**config.mk**
```make
export PLATFORM = sky130hd
export DESIGN_NAME = bfm_ctrl
export DESIGN_NICKNAME = d
export VERILOG_FILES = /design/src/sv/bfm_pkg.sv /design/src/sv/bfm_ctrl.sv
export VERILOG_INCLUDE_DIRS = /design/src /design/src/sv
export SDC_FILE = /design/constraint.sdc
export NUM_CORES = 1
export LEC_CHECK = 0
export BUFFER_PORTS_ARGS = -buffer_cell sky130_fd_sc_hd__buf_2
export CORE_MARGIN = 2
export CORE_UTILIZATION = 45
export CTS_CLUSTER_SIZE = 16
export DETAILED_ROUTE_END_ITERATION = 16
export GPL_TIMING_DRIVEN = 1
export PLACE_DENSITY = 0.73
export SLEW_MARGIN = 0
export SYNTH_ARGS = -nofsm -noshare
export SYNTH_HDL_FRONTEND = slang
export SYNTH_SLANG_ARGS = --single-unit
```
**constraint.sdc**
```tcl
create_clock -name clk_i -period 2.5 [get_ports clk_i]
set_input_delay 0.25 -clock clk_i [delete_from_list [all_inputs] [get_ports clk_i]]
set_output_delay 0.25 -clock clk_i [all_outputs]
set_load 0.01 [all_outputs]
```
**src/sv/bloom_filter_membership_defines.svh**
```systemverilog
// Assertion macros used by the bloom filter membership RTL.
`ifndef BLOOM_FILTER_MEMBERSHIP_DEFINES_SVH
`define BLOOM_FILTER_MEMBERSHIP_DEFINES_SVH

// Same-cycle implication, sampled on clk_i, off during reset.
`define BFM_ASSERT_IMPL(name, cond, expr) \
  name: assert property (@(posedge clk_i) disable iff (!rst_ni) (cond) |-> (expr)) \
    else $error("bfm: same-cycle check failed");

// Next-cycle implication, sampled on clk_i, off during reset.
`define BFM_ASSERT_NEXT(name, cond, expr) \
  name: assert property (@(posedge clk_i) disable iff (!rst_ni) (cond) |=> (expr)) \
    else $error("bfm: next-cycle check failed");

`endif

```
**src/sv/bfm_pkg.sv**
```systemverilog
// Shared constants and controller/datapath interface types.
`timescale 1ns / 1ps
package bfm_pkg;

  // default sizes
  localparam int unsigned DEF_MAX_BITS   = 4096;
  localparam int unsigned DEF_MAX_HASHES = 16;

  // configuration register widths and reset values
  localparam int unsigned BIT_COUNT_W  = 13;
  localparam int unsigned HASH_COUNT_W = 5;
  localparam logic [BIT_COUNT_W-1:0]  BIT_COUNT_RST  = 13'd4096;
  localparam logic [HASH_COUNT_W-1:0] HASH_COUNT_RST = 5'd3;

  // register select (word address bit)
  localparam logic REG_BIT_COUNT  = 1'b0;
  localparam logic REG_HASH_COUNT = 1'b1;

  // opcode values
  localparam logic OP_ADD   = 1'b0;
  localparam logic OP_QUERY = 1'b1;

  // bits consumed per remainder step
  localparam int unsigned STEP_BITS = 4;

  typedef struct packed {
    logic clr;     // clear one bit store entry
    logic load;    // take a beat and form the raw sums
    logic step;    // one remainder step on both sums
    logic commit;  // store reduced sums or start probing
    logic wr;      // set the bit at the current index
    logic adv;     // move to the next index
  } dp_cmd_t;

  typedef struct packed {
    logic clr_last;  // last entry of clearing pass
    logic last;      // latched end-of-entry flag
    logic op;        // latched opcode
    logic rd_bit;    // bit store read data
  } dp_sts_t;

endpackage

```
**src/sv/bfm_ctrl.sv**
```systemverilog
// Controller: clearing pass, reduction steps and probe sequencing.
`timescale 1ns / 1ps
`include "bloom_filter_membership_defines.svh"
module bfm_ctrl #(
  parameter int unsigned MAX_HASHES = 16,
  parameter int unsigned RED_STEPS  = 4
) (
  input  logic                               clk_i,
  input  logic                               rst_ni,
  input  logic                               start_i,
  input  logic [$clog2(MAX_HASHES+1)-1:0]    k_i,
  input  bfm_pkg::dp_sts_t                   sts_i,
  output bfm_pkg::dp_cmd_t                   cmd_o,
  output logic                               busy_o,
  output logic                               done_o,
  output logic                               found_o
);
  import bfm_pkg::*;

  localparam int unsigned KW  = $clog2(MAX_HASHES + 1);
  localparam int unsigned SCW = $clog2(RED_STEPS + 1);

  typedef enum logic [2:0] {
    ST_CLEAR, ST_IDLE, ST_REDUCE, ST_COMMIT, ST_PROBE, ST_CHECK
  } state_e;

  state_e         state_q;
  logic           busy_q, done_q, found_q;
  logic [SCW-1:0] step_q;
  logic [KW-1:0]  i_q;
  logic           last_probe;

  assign last_probe = ((i_q + KW'(1)) == k_i);

  // commands to the datapath
  always_comb begin
    cmd_o        = '0;
    cmd_o.clr    = (state_q == ST_CLEAR);
    cmd_o.load   = (state_q == ST_IDLE) && start_i;
    cmd_o.step   = (state_q == ST_REDUCE);
    cmd_o.commit = (state_q == ST_COMMIT);
    cmd_o.wr     = (state_q == ST_PROBE) && (sts_i.op == OP_ADD);
    cmd_o.adv    = ((state_q == ST_PROBE) && (sts_i.op == OP_ADD)) ||
                   ((state_q == ST_CHECK) && sts_i.rd_bit);
  end

  // state and registered outputs
  always_ff @(posedge clk_i or negedge rst_ni) begin
    if (!rst_ni) begin
      state_q <= ST_CLEAR;
      busy_q  <= 1'b1;
      done_q  <= 1'b0;
      found_q <= 1'b0;
      step_q  <= '0;
      i_q     <= '0;
    end else begin
      done_q <= 1'b0;
      case (state_q)
        ST_CLEAR: begin
          if (sts_i.clr_last) begin
            state_q <= ST_IDLE;
            busy_q  <= 1'b0;
          end
        end
        ST_IDLE: begin
          if (start_i) begin
            state_q <= ST_REDUCE;
            busy_q  <= 1'b1;
            step_q  <= '0;
          end
        end
        ST_REDUCE: begin
          step_q <= step_q + SCW'(1);
          if (step_q == SCW'(RED_STEPS - 1)) state_q <= ST_COMMIT;
        end
        ST_COMMIT: begin
          i_q <= '0;
          if (!sts_i.last) begin
            state_q <= ST_IDLE;
            busy_q  <= 1'b0;
          end else if (k_i == '0) begin
            state_q <= ST_IDLE;
            busy_q  <= 1'b0;
            done_q  <= 1'b1;
            found_q <= 1'b1;
          end else begin
            state_q <= ST_PROBE;
          end
        end
        ST_PROBE: begin
          if (sts_i.op == OP_QUERY) begin
            state_q <= ST_CHECK;
          end else if (last_probe) begin
            state_q <= ST_IDLE;
            busy_q  <= 1'b0;
            done_q  <= 1'b1;
            found_q <= 1'b1;
          end else begin
            i_q <= i_q + KW'(1);
          end
        end
        ST_CHECK: begin
          if (!sts_i.rd_bit || last_probe) begin
            state_q <= ST_IDLE;
            busy_q  <= 1'b0;
            done_q  <= 1'b1;
            found_q <= sts_i.rd_bit;
          end else begin
            state_q <= ST_PROBE;
            i_q     <= i_q + KW'(1);
          end
        end
        default: begin
          state_q <= ST_IDLE;
          busy_q  <= 1'b0;
        end
      endcase
    end
  end

  assign busy_o  = busy_q;
  assign done_o  = done_q;
  assign found_o = found_q;

  // checks
  `BFM_ASSERT_IMPL(a_done_when_idle, done_q, !busy_q && state_q == ST_IDLE)
  `BFM_ASSERT_NEXT(a_accept_sets_busy, start_i && !busy_q, busy_q)
  `BFM_ASSERT_NEXT(a_done_single, done_q, !done_q)
  `BFM_ASSERT_IMPL(a_ready_only_idle, !busy_q, state_q == ST_IDLE)

endmodule

```
==> flow_summary.ini, run 1 <==
[detailed_routing]
wire_per_inst_um = 12.8
vias_per_cell = 5.36
drt_iter0_markers = 8
final_antenna_net_count = 0
via_count = 831
drc = 0
dr.pass1.iters = 4
drt_wl_total_um = 1980

[grt]
grt_max_degree = 16
grt_overflow = 0
antenna_found_initial = 0
grt_pass1_wl_um = 3410
grt_pass1_vias = 791
grt_use_total_pct = 17.9

[critical_path]
cp.arrival_ns = 2.16
cp_slowest_cell = dfrtp_1
cp-end-kind = flip-flop
criticalPathCategory = reg -> reg
r2r-end = i_q[2]
rrSetupSlack_ns = 0.54
path_max_fanout = 9
crit_path_cell_trace = ha_1 > xor2_1 > a211oi_2 > o221ai_2 > o211ai_1 > mux2i_1
max_stage_delay_ns = 0.45
start_kind = flip-flop
rr_worst_depth = 6
r2r_start = i_q[0]
cp-startpoint = i_q[0]
endpoint = i_q[2]
worstPathRequired_ns = 2.70

[timing]
tightest_slew_ns = 0.428
finalHoldViolCount = 0
fin_setup_tns_ns = 0
rsz0062_at_grt = no
fmax_mhz = 511
slew_headroom_pct = 71.5
finalCritPeriodShare_pct = 78.3
min_period_ns = 1.96
slew_viol_final = 0
fin_hold_ws_ns = 0.228
setup_viol = 0
finClkSkew_ns = 0.00429

[synth]
syn_area_per_cell_um2 = 8.76
async_flop_share_pct = 100
ys_warn_count = 0
synth_top_flop_cell = dfrtp_1
ys_seq_elements = 14
yosysUniqueCellTypes = 40
ys_seq_area_share_pct = 37.5
syn_area_um2 = 937
syn_nets = 122
synth_cells = 107
synth-edff-count = 0

[floorplan]
fp-row-count = 16
fp.dieH_um = 49.6
core_um2 = 1960
ioPinCount = 21
chipWidth_um = 49.6
start_util_pct = 47.8
die-area_um2 = 2460

[placement]
dpl_cell_area_um2 = 1050
dp.cells = 150
gp_congestion = 0.819
numPortBuffers = 20
dp_hpwl_um = 1540

[pwr]
p_per_area_nw_per_um2 = 985
p_leak_nw = 0.553
ir_drop_v = 0.000549

[final_layout]
nNetsFinal = 144
antennaDiodeCount = 0
stdcell_area_um2 = 1100
areaGrowthSynthToFinish_pct = 17.4
post-route-util_pct = 56.1
fin_cells = 155
fillers = 203
layout-drive-gt1-share_pct = 23.4

[clocking]
post-cts-setup-buffers = 0
cts_root_buf = clkbuf_4
h-tree-depth = 1
numCtsBuffers = 3
cts_tree = yes
path_clk_slew_ns = 0.09
cts_sinks = 14
clockBufferDepth = 2
clock_latency_ns = 0.28

[run_status]
status = completed

[run]
drv_cap = 0

[hold_path]
hp-class = in -> reg
-- metrics by stage --
stage	power [mW]	setup WS, ns
after floorplan	0.800	0.718
after global placement	0.910	0.600
after detailed placement	0.930	0.555
after CTS	1.09	0.533
after global routing	1.19	0.396
final	1.08	0.542
-- cell families after synthesis --
kind of cell	share of synthesized area [%]
DFF	37.5
xor gates and xnor gates	3.74
adders and majority gates	4.01
muxes	5.34
and+or+nand+nor	23.6
AOI/OAI and AO/OA	20.7
buffers and inverters	5.07
-- per-layer routing --
| metal | wire [um] | part of all wire (%) | up-vias | global-route usage [%] |
|---|---|---|---|---|
| met4 | 14 | 0.71 | 0 | 6.94 |
| li1 | - | - | 425 | - |
| met3 | 87 | 4.4 | 2 | 4.24 |
| met1 | 938 | 47 | 387 | 23.3 |
| met2 | 940 | 47 | 17 | 28.7 |
| met5 | 0 | 0 | - | 0 |
-- critical path: cells and delay by family, from the launching register on --
kind	cells	cell delay (ns)
fa+ha+maj	1	0.35
flops	1	0.45
compound gates	3	0.73
mux	1	0.20
xor+xnor	1	0.16
-- power by group --
| part | leakage [nW] | switching [mW] | internal, mW |
|---|---|---|---|
| combinational | 0.348 | 0.255 | 0.226 |
| sequential | 0.184 | 0.126 | 0.314 |
| clock | 0.0210 | 0.0735 | 0.0885 |
| total | 0.553 | 0.455 | 0.628 |
-- repair_timing --
| action | CTS | global route |
|---|---|---|
| hold buffers | 1 | 0 |
| gates resized for setup | 0 | 0 |
| setup endpoints to repair | 0 | 0 |
| endpoints found under the hold margin | 13 | 0 |
-- layout by cell type (no fill, tap or decap), types with 2 or more instances in the layout --
| cell | count |
|---|---|
| buf_2 | 20 |
| nand2_1 | 15 |
| dfrtp_1 | 13 |
| inv_1 | 8 |
| nor2_1 | 7 |
| o21ai_0 | 5 |
| nor3_1 | 5 |
| mux2i_1 | 5 |
| nand3_1 | 4 |
| nor3b_1 | 3 |
| ha_1 | 3 |
| clkbuf_4 | 3 |
| and2b_1 | 2 |
| xnor2_1 | 2 |
| xor2_1 | 2 |
| nand2b_1 | 2 |
| o32a_1 | 2 |
| a21oi_1 | 2 |
| o311ai_1 | 2 |
-- how the worst min path moves through the flow --
stage                         from  endpoint  slack [ns]  cells after the start
after CTS                 sts_i[3]    busy_o        0.23                      4
final                     sts_i[3]    busy_o        0.23                      4
after floorplan             rst_ni    done_o       -0.05                      0
after detailed placement    rst_ni    i_q[3]        0.17                      1
after global placement      rst_ni    i_q[4]        0.16                      1
after global routing      sts_i[3]    busy_o        0.25                      4
-- sequential cells by signal, indices dropped and copies added, names as in the netlist --
| name | count |
|---|---|
| state_q | 3 |
| i_q | 5 |
| step_q | 3 |
| busy_o | 1 |
| done_o | 1 |
| found_o | 1 |
-- cells in the mapped netlist, types with 2 or more instances --
master    number  area, um^2
nor3_1         5        25.0
o21ai_0        5        25.0
mux2i_1        5        50.1
nand3_1        4        20.0
dfrtp_1       13         325
clkbuf_1       2        7.51
a21oi_1        2        10.0
o311ai_1       2        17.5
inv_1          8        30.0
nand2b_1       2        12.5
nor3b_1        3        22.5
nor2_1         7        26.3
o32a_1         2        20.0
nand2_1       15        56.3
xor2_1         2        17.5
xnor2_1        2        17.5
buf_2          2        10.0
and2b_1        2        15.0
ha_1           3        37.5
-- final cells by class --
| type | count | area, um^2 | share of cell area [%] |
|---|---|---|---|
| clock buffer | 4 | 36.3 | 3.30 |
| sequential | 14 | 352 | 32.0 |
| tap | 27 | 33.8 | 3.07 |
| multi-input combinational | 81 | 538 | 48.9 |
| timing repair buffer | 21 | 110 | 10.0 |
| inverter | 8 | 30.0 | 2.73 |
Power figures use the tool's default switching activity.
==> inputs of run 2 (changes only) <==
==> constraint.sdc (replaced) <==
create_clock -name clk_i -period 1.85 [get_ports clk_i]
set_input_delay 0.185 -clock clk_i [delete_from_list [all_inputs] [get_ports clk_i]]
set_output_delay 0.185 -clock clk_i [all_outputs]
set_load 0.01 [all_outputs]
==> run 2 against run 1 <==
Maximum frequency is 6.5% higher; combinational power rose by 67%; non-clock buffer count increased by 6; die area stayed put; worst setup slack got worse by 0.53 ns; cell area up 11%; clock skew increased by 0.0047 ns.
==> flow_summary.ini, run 2 (synthesis gave the netlist of run 1 again) <==
[timing]
slew_headroom_pct = 75.8
finalHoldViolCount = 0
setup_viol = 0
fmax_mhz = 544
slew_viol_final = 0
finClkSkew_ns = 0.00904
min_period_ns = 1.84
tightest_slew_ns = 0.361
fin_hold_ws_ns = 0.172
rsz0062_at_grt = yes
finalWorstSetupSlack_ns = 0.0112
finalCritPeriodShare_pct = 99.4

[pwr]
p_leak_nw = 0.584
p_int_uw = 932
seqPwrFrac_pct = 36.5
pwr-share-comb_pct = 49.4
ir_drop_v = 0.000791
p_sw_share_pct = 42.5
p_per_area_nw_per_um2 = 1330
p_clk_share_pct = 14.0
p_sw_uw = 689

[grt]
antenna_found_initial = 0
use_met2_pct = 28.4
grt_overflow = 0
grt_use_total_pct = 18.3
grt_pass1_wl_um = 3480
busiest_layer = met2
grt_use_met1_pct = 25.7
grt_util_met3_pct = 3.64
grt_pass1_vias = 774
grt_max_degree = 16

[critical_path]
cp.arrival_ns = 2.02
r2r-end = i_q[4]
criticalPathCategory = reg -> reg
start_kind = flip-flop
rrSetupSlack_ns = 0.01
cp_num_buf_inv = 0
worstPathRequired_ns = 2.03
path_delay_family = compound AO/OA/AOI/OAI gates
cp-end-kind = flip-flop
path_max_fanout = 5
r2r_start = i_q[1]
crit_path_cell_trace = ha_4 > xor2_2 > a211oi_2 > o221ai_4 > o21a_1 > o311ai_1
cp_slowest_cell = dfrtp_1
rr_worst_depth = 6
max_stage_delay_ns = 0.42

[hold_path]
holdPathEnd = found_o
hp-class = in -> reg
hold_path_startpoint = sts_i[0]
whs_path_depth = 2

[final_layout]
antennaDiodeCount = 0
layout-drive-gt1-share_pct = 35.8
layout_commonest_cell = buf_2
top_register = i_q
areaGrowthSynthToFinish_pct = 30.0
fillers = 196
largest_reg_flops = 5
multiInputGateArea_um2 = 606
seqCellArea_um2 = 354
nNetsFinal = 150
fin_cells = 161
reg_top3 = i_q x5, state_q x3, step_q x3
post-route-util_pct = 62.1
final_cell_mix = 20 x buf_2, 15 x nand2_1, 11 x dfrtp_1

[detailed_routing]
vias_per_cell = 5.43
wire_per_inst_um = 13.2
final_antenna_net_count = 0
drt_iter0_markers = 8
via_count = 875
dr.pass1.iters = 5
drc = 0
drt_wl_total_um = 2130

[clocking]
h-tree-depth = 1
clockBufferDepth = 2
cts_root_buf = clkbuf_4
path_clk_slew_ns = 0.10
clock_latency_ns = 0.28
numCtsBuffers = 3
cts_tree = yes
cts_sinks = 14

[floorplan]
chipWidth_um = 49.6
ioPinCount = 21
fp.dieH_um = 49.6
start_util_pct = 47.8
die-area_um2 = 2460
core_um2 = 1960
fp-row-count = 16

[placement]
gp_congestion = 0.808
dp_slack_ns = -0.0355
numPortBuffers = 20
dp.cells = 153
dp_hpwl_um = 1520

[run]
drv_cap = 0

[run_status]
status = completed
==> run 2: per-layer routing <==
metal / wire [um] / vias to the layer above
met2: 981 / 26
met3: 104 / 2
li1: - / 436
met4: 15 / 0
met5: 0 / -
met1: 1020 / 411
==> run 2: power groups by stage <==
| stage | Sequential [mW] | Clock (mW) | Combinational, mW |
|---|---|---|---|
| after global placement | 0.580 | 0 | 0.677 |
| after global routing | 0.615 | 0.243 | 0.903 |
| after detailed placement | 0.587 | 0 | 0.698 |
| final | 0.592 | 0.228 | 0.801 |
| after floorplan | 0.519 | 0 | 0.562 |
| after CTS | 0.582 | 0.236 | 0.737 |
==> run 2: through the flow <==
step	cell area (um^2)	setup TNS [ns]	power [mW]
after detailed placement	1080	-0.0933	1.28
after CTS	1160	0	1.55
final	1220	0	1.62
after global placement	1080	0	1.26
after floorplan	937	0	1.08
after global routing	1220	-0.421	1.76
==> run 2: final cells by class <==
class / count / area share (%)
multi-input combinational: 81 / 49.7
clock buffer: 4 / 2.98
timing repair buffer: 27 / 13.0
inverter: 8 / 2.46
tap: 27 / 2.77
sequential: 14 / 29.1
==> run 2: timing repair <==
| item | in CTS | in global routing |
|---|---|---|
| hold buffers | 1 | 0 |
| hold endpoints to repair | 13 | 0 |
| gates resized for setup | 2 | 17 |
| pin swaps | 2 | 7 |
| endpoints found under the setup margin | 6 | 12 |
| setup buffers | 3 | 0 |
| cloned | 0 | 0 |
==> run 2: how the worst max path moves through the flow <==
stage,end,depth (start not counted),slack [ns],startpoint
6_report,i_q[4],6,0.01,i_q[1]
5_1_grt,i_q[2],6,-0.08,i_q[1]
3_3_place_gp,i_q[1],6,0.03,i_q[0]
3_5_place_dp,i_q[3],6,-0.04,i_q[0]
4_1_cts,done_o,7,0.007,i_q[0]
2_1_floorplan,i_q[3],6,0.07,i_q[0]
